`src/hw/rtl/gtfmtg_pkg.sv`:
```
`default_nettype none
package gtfmtg_pkg;

    localparam int CELL_GRAN      = 8;
    localparam int MIN_VSYNCBP    = 11;
    localparam int MIN_VPORCH     = 1;
    localparam int C_PRIME        = 30;
    localparam int M_PRIME        = 300;
    localparam int HSYNC_PCT      = 8;
    localparam int VSYNCBP_SCALE  = 20000;
    localparam int PCLK_SCALE     = 10000;
    localparam int DUTY_OFF       = M_PRIME * 1000 / C_PRIME;
    localparam int PCLK_DIV       = PCLK_SCALE / CELL_GRAN;
    localparam int RRX_SCALE      = PCLK_SCALE * 1000;
    localparam int HB_DEN_MUL     = 2 * (300 / C_PRIME - 3);
    localparam int HB_DEN_ADD     = 2 * 3 * DUTY_OFF;
    // hsync cells = (htcells * 8) / 100 = (2 * htcells) / 25, by reciprocal
    localparam int HS_DIV         = 200 / HSYNC_PCT;
    localparam int HS_SHIFT       = 16;
    localparam int HS_RECIP       = ((1 << HS_SHIFT) + HS_DIV - 1) / HS_DIV;

    // pixel clock divide by reciprocal: idd split by PCLK_DIV, then remainder term
    localparam int     PCLK_R1_SHIFT = 38;
    localparam longint PCLK_R1       = ((longint'(1) << PCLK_R1_SHIFT)
                                        + longint'(PCLK_DIV) - 1) / longint'(PCLK_DIV);
    localparam int     PCLK_R2_SHIFT = 32;
    localparam longint PCLK_R2       = ((longint'(1) << PCLK_R2_SHIFT)
                                        + longint'(PCLK_DIV) - 1) / longint'(PCLK_DIV);

    localparam int DIV1_NW = 29;
    localparam int DIV1_DW = 15;
    localparam int DIV1_QW = 27;
    localparam int DIV2_NW = 39;
    localparam int DIV2_DW = 31;
    localparam int DIV2_QW = 8;
    localparam int DIV3_NW = 50;
    localparam int DIV3_DW = 30;
    localparam int DIV3_QW = 21;

    localparam logic [1:0] MODE_PROGRESSIVE = 2'd0;
    localparam logic [1:0] MODE_FIELD2_VBL  = 2'd1;
    localparam logic [1:0] MODE_NONE        = 2'd2;

    typedef struct packed {
        logic        err;
        logic        il;
        logic [12:0] h;
        logic [10:0] rr;
        logic [9:0]  xcells;
    } s1_t;

    typedef struct packed {
        logic        err;
        logic        il;
        logic [12:0] h;
        logic [9:0]  xcells;
        logic [15:0] vtot;
        logic [26:0] idd;
    } s2_t;

    typedef struct packed {
        logic        err;
        logic        il;
        logic [12:0] h;
        logic [9:0]  xcells;
        logic [15:0] vtot;
        logic [13:0] htot;
        logic [13:0] hsync;
        logic [13:0] hfp;
    } s3_t;

    typedef struct packed {
        s3_t         s3;
        logic [25:0] pclk;
    } s4_t;

endpackage
`default_nettype wire

```
`src/hw/rtl/gtfmtg_div.sv`:
```
`default_nettype none
module gtfmtg_div #(
    parameter int NW = gtfmtg_pkg::DIV1_NW,
    parameter int DW = gtfmtg_pkg::DIV1_DW,
    parameter int QW = gtfmtg_pkg::DIV1_QW,
    parameter int SW = 1
) (
    input  wire logic          clk,
    input  wire logic          rst_n,
    input  wire logic          en,
    input  wire logic          in_vld,
    input  wire logic [NW-1:0] num,
    input  wire logic [DW-1:0] den,
    input  wire logic [SW-1:0] side_in,
    output logic               out_vld,
    output logic [QW-1:0]      quo,
    output logic [SW-1:0]      side_out
);

    localparam int WW = NW + DW + QW;

    logic [NW-1:0] rem_reg  [QW];
    logic [DW-1:0] den_reg  [QW];
    logic [QW-1:0] quo_reg  [QW];
    logic [SW-1:0] side_reg [QW];
    logic          vld_reg  [QW];

    for (genvar k = 0; k < QW; k++) begin : g_stage
        localparam int B = QW - 1 - k;
        logic [NW-1:0] rem_cur;
        logic [DW-1:0] den_cur;
        logic [QW-1:0] quo_cur;
        logic [SW-1:0] side_cur;
        logic          vld_cur;
        logic [WW-1:0] dsh;
        logic [WW-1:0] rem_w;
        logic          take;
        logic [QW-1:0] quo_next;
        logic [NW-1:0] rem_next;

        if (k == 0) begin : g_first
            assign rem_cur  = num;
            assign den_cur  = den;
            assign quo_cur  = '0;
            assign side_cur = side_in;
            assign vld_cur  = in_vld;
        end else begin : g_rest
            assign rem_cur  = rem_reg[k-1];
            assign den_cur  = den_reg[k-1];
            assign quo_cur  = quo_reg[k-1];
            assign side_cur = side_reg[k-1];
            assign vld_cur  = vld_reg[k-1];
        end

        always_comb
        begin
            dsh      = WW'(den_cur) << B;
            rem_w    = WW'(rem_cur);
            take     = rem_w >= dsh;
            quo_next = quo_cur;
            quo_next[B] = take;
            rem_next = take ? NW'(rem_w - dsh) : rem_cur;
        end

        always_ff @(posedge clk or negedge rst_n)
        begin
            if (!rst_n)
            begin
                vld_reg[k] <= 1'b0;
            end
            else if (en)
            begin
                vld_reg[k] <= vld_cur;
            end
        end

        always_ff @(posedge clk)
        begin
            if (en)
            begin
                rem_reg[k]  <= rem_next;
                den_reg[k]  <= den_cur;
                quo_reg[k]  <= quo_next;
                side_reg[k] <= side_cur;
            end
        end
    end

    assign out_vld  = vld_reg[QW-1];
    assign quo      = quo_reg[QW-1];
    assign side_out = side_reg[QW-1];

endmodule
`default_nettype wire

```
`config.mk`:
```
export PLATFORM = sky130hd
export DESIGN_NAME = gtfmtg_div
export DESIGN_NICKNAME = d
export VERILOG_FILES = /design/src/hw/rtl/gtfmtg_pkg.sv /design/src/hw/rtl/gtfmtg_div.sv
export SDC_FILE = /design/constraint.sdc
export NUM_CORES = 2
export LEC_CHECK = 0
export BUFFER_PORTS_ARGS = -buffer_cell sky130_fd_sc_hd__buf_2
export CAP_MARGIN = 40
export CELL_PAD_IN_SITES_DETAIL_PLACEMENT = 1
export CELL_PAD_IN_SITES_GLOBAL_PLACEMENT = 1
export CORE_MARGIN = 4
export CORE_UTILIZATION = 35
export DETAILED_ROUTE_END_ITERATION = 6
export GPL_TIMING_DRIVEN = 0
export PLACE_DENSITY = 0.56
export SLEW_MARGIN = 20
export SYNTH_ARGS = -nofsm -noshare
export SYNTH_HDL_FRONTEND = slang
export SYNTH_SLANG_ARGS = --single-unit
```
`constraint.sdc`:
```
create_clock -name clk -period 4.8 [get_ports clk]
set_clock_uncertainty 0.2 [all_clocks]
set_input_delay 0.48 -clock clk [delete_from_list [all_inputs] [get_ports clk]]
set_output_delay 0.48 -clock clk [all_outputs]
set_load 0.01 [all_outputs]
```
Word level (Yosys, flattened, before mapping)
Memory sizes are Yosys's and may differ from the RTL's.
Index checks and enable logic that the tools add are counted.
- flip-flop bits (word level): 27
- bits in writable memories: 1944
- word-level logic and storage cells: 114
- memories: 4
- memories (name ; words ; width ; rd ports ; clocked after memory_dff ; write ports ; RTL line ; RTL):
    rem_reg ; 27 ; 29 ; 26 ; 0 ; 27 ; gtfmtg_div.sv:22 ; logic [NW-1:0] rem_reg [QW];
    quo_reg ; 27 ; 27 ; 27 ; 0 ; 27 ; gtfmtg_div.sv:24 ; logic [QW-1:0] quo_reg [QW];
    den_reg ; 27 ; 15 ; 26 ; 0 ; 27 ; gtfmtg_div.sv:23 ; logic [DW-1:0] den_reg [QW];
    side_reg ; 27 ; 1 ; 27 ; 0 ; 27 ; gtfmtg_div.sv:25 ; logic [SW-1:0] side_reg [QW];
- add/subtract/negate cells: 27
- magnitude comparators: 27
- multiplexer cells: 29
- operators with widths (operator ; number):
    two-way mux 29 bit ; 27
    subtractor 29 bit ; 13
    >= comparator 29 x 41 -> 1 bit ; 1
    >= comparator 29 x 40 -> 1 bit ; 1
    >= comparator 29 x 39 -> 1 bit ; 1
    >= comparator 29 x 38 -> 1 bit ; 1
    >= comparator 29 x 37 -> 1 bit ; 1
    >= comparator 29 x 36 -> 1 bit ; 1
    >= comparator 29 x 35 -> 1 bit ; 1
    >= comparator 29 x 34 -> 1 bit ; 1
    >= comparator 29 x 33 -> 1 bit ; 1
    >= comparator 29 x 32 -> 1 bit ; 1
    >= comparator 29 x 31 -> 1 bit ; 1
    >= comparator 29 x 30 -> 1 bit ; 1
    >= comparator 29 x 15 -> 1 bit ; 1
    >= comparator 29 x 16 -> 1 bit ; 1
    >= comparator 29 x 17 -> 1 bit ; 1
    >= comparator 29 x 18 -> 1 bit ; 1
    >= comparator 29 x 19 -> 1 bit ; 1
    >= comparator 29 x 20 -> 1 bit ; 1
    >= comparator 29 x 21 -> 1 bit ; 1
    >= comparator 29 x 22 -> 1 bit ; 1
    >= comparator 29 x 23 -> 1 bit ; 1
    >= comparator 29 x 24 -> 1 bit ; 1
    other kinds (20) ; 21

Depth between registers and ports, before layout
An unclocked memory read counts as a cell.
- word-level depth: 3
- depth in mapped cells: 13

Worst setup path after synthesis
OpenSTA, ideal clock, no wires.
- path type: reg-to-reg
- start point: memory rem_reg[10][5] (netlist name)
- end point: memory rem_reg[10][49] (netlist name) (data pin)
- setup time: 0.260 ns
- data arrival time: 2.861 ns
- data required time: 4.340 ns
- setup slack: 1.480 ns
- stages on the path, launching flop included: 13
- cell sequence: edfxtp_1 -> inv_1 -> ha_1 -> inv_1 -> fa_1 -> a21o_1 -> a221oi_2 -> o22ai_1 -> o31a_1 -> nor4_2 -> clkbuf_1 -> nor2_1 -> mux2_2
- RTL lines (what ; RTL line):
    from (decl) ; gtfmtg_div.sv:22

==> run summary <==
outcome = complete, no violations
Worst-path clk slew = 60 ps
Crit Path Category = flip-flop to flip-flop
worst r2r dst = rem_reg[10][49]
layout cell share with drive strength beyond 1 = 9.213%
post-CTS setup buffers = 0
clock buffer depth = 3
worst setup path start = rem_reg[10][5]
overall power = 41.30 mW
post-synth net total = 5226
Min Hold Slack = 61.43 ps
fillers = 20.27k
CTS H-tree depth = 4
die height = 453.5 um
Setup TNS Final = 0 ps
Main synth FF type = edfxtp_1
Slew @ Worst Pin = 941.8 ps
Syn-to-layout area delta = 15.15%
final net count = 5552
clk_lat worst skew = 840 ps
Routed WL = 151800 um
RSZ-0062 raised after global routing = no
final hold vios = 0
WL/cell = 19.11 um
DRT iter0 DRCs = 2323
design area = 79980 um2
number of synthesized flops with an enable pin = 1549
PortBufs = 77
Hold Crit Class = input port to flip-flop
hold depth = 2
DP Worst Slack = -631.6 ps
worst endpoint data arrival time = 4790 ps
I/O pin cnt = 78
Post-Synthesis Cells = 4824
R2R setup slack = 350 ps
post_cts resized = 0
vias per inst = 4.876
Cells after DPL = 7557
router iterations before antenna repair = 5
Peak VDD IR = 0.3437 mV
vias in the first global route = 41.18k
Cell Area, Synth = 69460 um2
routed vias = 38.72k
leakage power = 29.61 nW
Synth async-reset ratio = 1.713%
final setup vio count = 0
Yosys Warn Count = 0
final setup margin = 353.4 ps
FMAX = 224.9 MHz
initial core utilization = 35.18%
Final Max Slew Viols = 0
pwr dens = 516.4 nW/um2
worst hold start = en
Clock Root Buffer = clkbuf_16
final core utilization = 40.51%
Hold EP = quo_reg[1][234]
non-filler instance count after layout = 7941
total track usage = 14.82%
final worst path period share = 92.64%
Residual DRC = 0
Area after DPL = 73520 um2
met3 routed WL = 5436 um
R2R cell count = 12
Detail Route Antenna Nets = 0
CTS tree = yes
WP data required = 5140 ps
Crit. End Element = flip-flop
first-pass GRT wire length = 238300 um
clock tree sinks = 1576
Top Layer Used = met4
initial antenna violation count = 5
CP Max Fanout = 10
DIE AREA = 205600 um2
syn avg cell area = 14.40 um2
Slew HR = 36.69%
flops & latches, synth = 1576
Core Box Area = 197400 um2
routability cong. = 0.8239
met2 wire len = 75800 um
count of different cell masters after synthesis = 99
crit path launch type = flip-flop
total global routing overflow = 0
max-cap viol count = 0
row cnt = 163
pin count of the biggest net entering global routing = 147
hpwl dp = 110800 um
r2r startpoint = rem_reg[10][5]
sequential share of the synthesized area = 67.94%
Horiz. Die Dim = 453.5 um
cts bufs inserted = 178
min cycle time layout = 4447 ps
wl on met1 = 66420 um
Largest register FFs = 754
## logic make-up (layout without fill, tap and decap cells)
kind of cell / Yosys count / in the layout / share of synthesized area, %
flip-flops: 1576 / 1576 / 67.94
multiplexers: 178 / 178 / 2.850
adder cells (fa/ha/maj): 353 / 353 / 6.640
other: 0 / 4 / 0
buffers and inverters: 492 / 965 / 2.740
AO/OA/AOI/OAI: 867 / 867 / 8.040
XOR/XNOR: 304 / 304 / 3.833
AND/OR/NAND/NOR: 1054 / 1054 / 7.957
## critical path, stage by stage, from the launching register on
cell      delay, ps
edfxtp_1        430
inv_1            90
ha_1            170
inv_1            60
fa_1            410
a21o_1          230
a221oi_2        410
o22ai_1         240
o31a_1          350
nor4_2          720
clkbuf_1        480
nor2_1           80
mux2_2          280
## cell usage in the layout (no fill, tap or decap), types with 25 or more instances in the layout
cell / count
mux2_2: 73
nor4_1: 93
edfxtp_1: 1549
dfrtp_1: 27
inv_1: 422
ha_1: 327
o211ai_1: 30
o21ai_1: 100
mux2i_1: 26
a21oi_1: 255
buf_2: 89
a21o_1: 117
xor2_1: 108
nand3_1: 59
o21ai_0: 104
nand4_1: 62
clkinv_1: 43
clkbuf_16: 178
nand2_1: 211
dlygate4sd3_1: 50
nor2_1: 250
or3_1: 29
o21a_1: 48
nor2b_1: 62
clkinv_2: 31
nor3_1: 84
clkbuf_1: 76
fa_1: 26
xnor2_1: 196
a31oi_1: 25
mux2_1: 77
nand2b_1: 57
## how the worst max path moves through the flow
stage	end	slack, ps	cells after the start
after global routing	rem_reg[10][49]	180	12
after detailed placement	quo_reg[1][279]	-630	8
final	rem_reg[10][49]	350	12
after floorplan	rem_reg[10][49]	1480	12
after global placement	quo_reg[1][279]	-21810	1
after CTS	rem_reg[10][49]	450	12
## synthesized netlist by cell type (30+ instances only)
cell type | number | area [um2]
xnor2_1 | 196 | 1717
edfxtp_1 | 1549 | 46510
clkbuf_1 | 45 | 168.9
nor3_1 | 84 | 420.4
nand3_1 | 59 | 295.3
o21ai_0 | 104 | 520.5
o21a_1 | 48 | 360.4
inv_1 | 422 | 1584
a21oi_1 | 255 | 1276
nor2_1 | 250 | 938.4
a21o_1 | 117 | 878.3
mux2_1 | 77 | 867.1
ha_1 | 327 | 4091
o21ai_1 | 100 | 500.5
o211ai_1 | 30 | 225.2
nor4_1 | 93 | 581.8
nand4_1 | 62 | 387.9
nand2_1 | 211 | 792.0
xor2_1 | 108 | 945.9
nor2b_1 | 62 | 387.9
mux2_2 | 73 | 822.0
nand2b_1 | 57 | 356.6
## cell type report
class	count	area, um2	share of cell area, %
sequential	1576	47190	59.00
multi-input combinational	2756	20360	25.46
clock buffer	211	4598	5.749
tap	2640	3303	4.130
inverter	427	1603	2.004
timing repair buffer	146	1309	1.636
clock inverter	116	1301	1.627
buffer	65	300.3	0.3755
antenna	4	10.01	0.01252
## layer usage
metal | vias up | GRT usage (%)
li1 | 18834 | -
met2 | 474 | 25.90
met4 | 0 | 4.656
met3 | 233 | 2.609
met5 | - | 0
met1 | 19178 | 18.68
## repair_timing
| item | CTS | global route |
|---|---|---|
| hold buffers | 51 | 0 |
| hold endpoints to repair | 134 | 0 |
| setup endpoints to repair | 0 | 0 |
## power breakdown
part | switching [mW] | total [mW] | internal, mW | leakage [nW]
clock | 5.69 | 13.4 | 7.74 | 2.83
combinational | 5.28 | 9.13 | 3.85 | 11.4
sequential | 1.22 | 18.7 | 17.5 | 15.4
total | 12.2 | 41.3 | 29.1 | 29.6
Note: power is estimated with default switching activity, not from simulation.
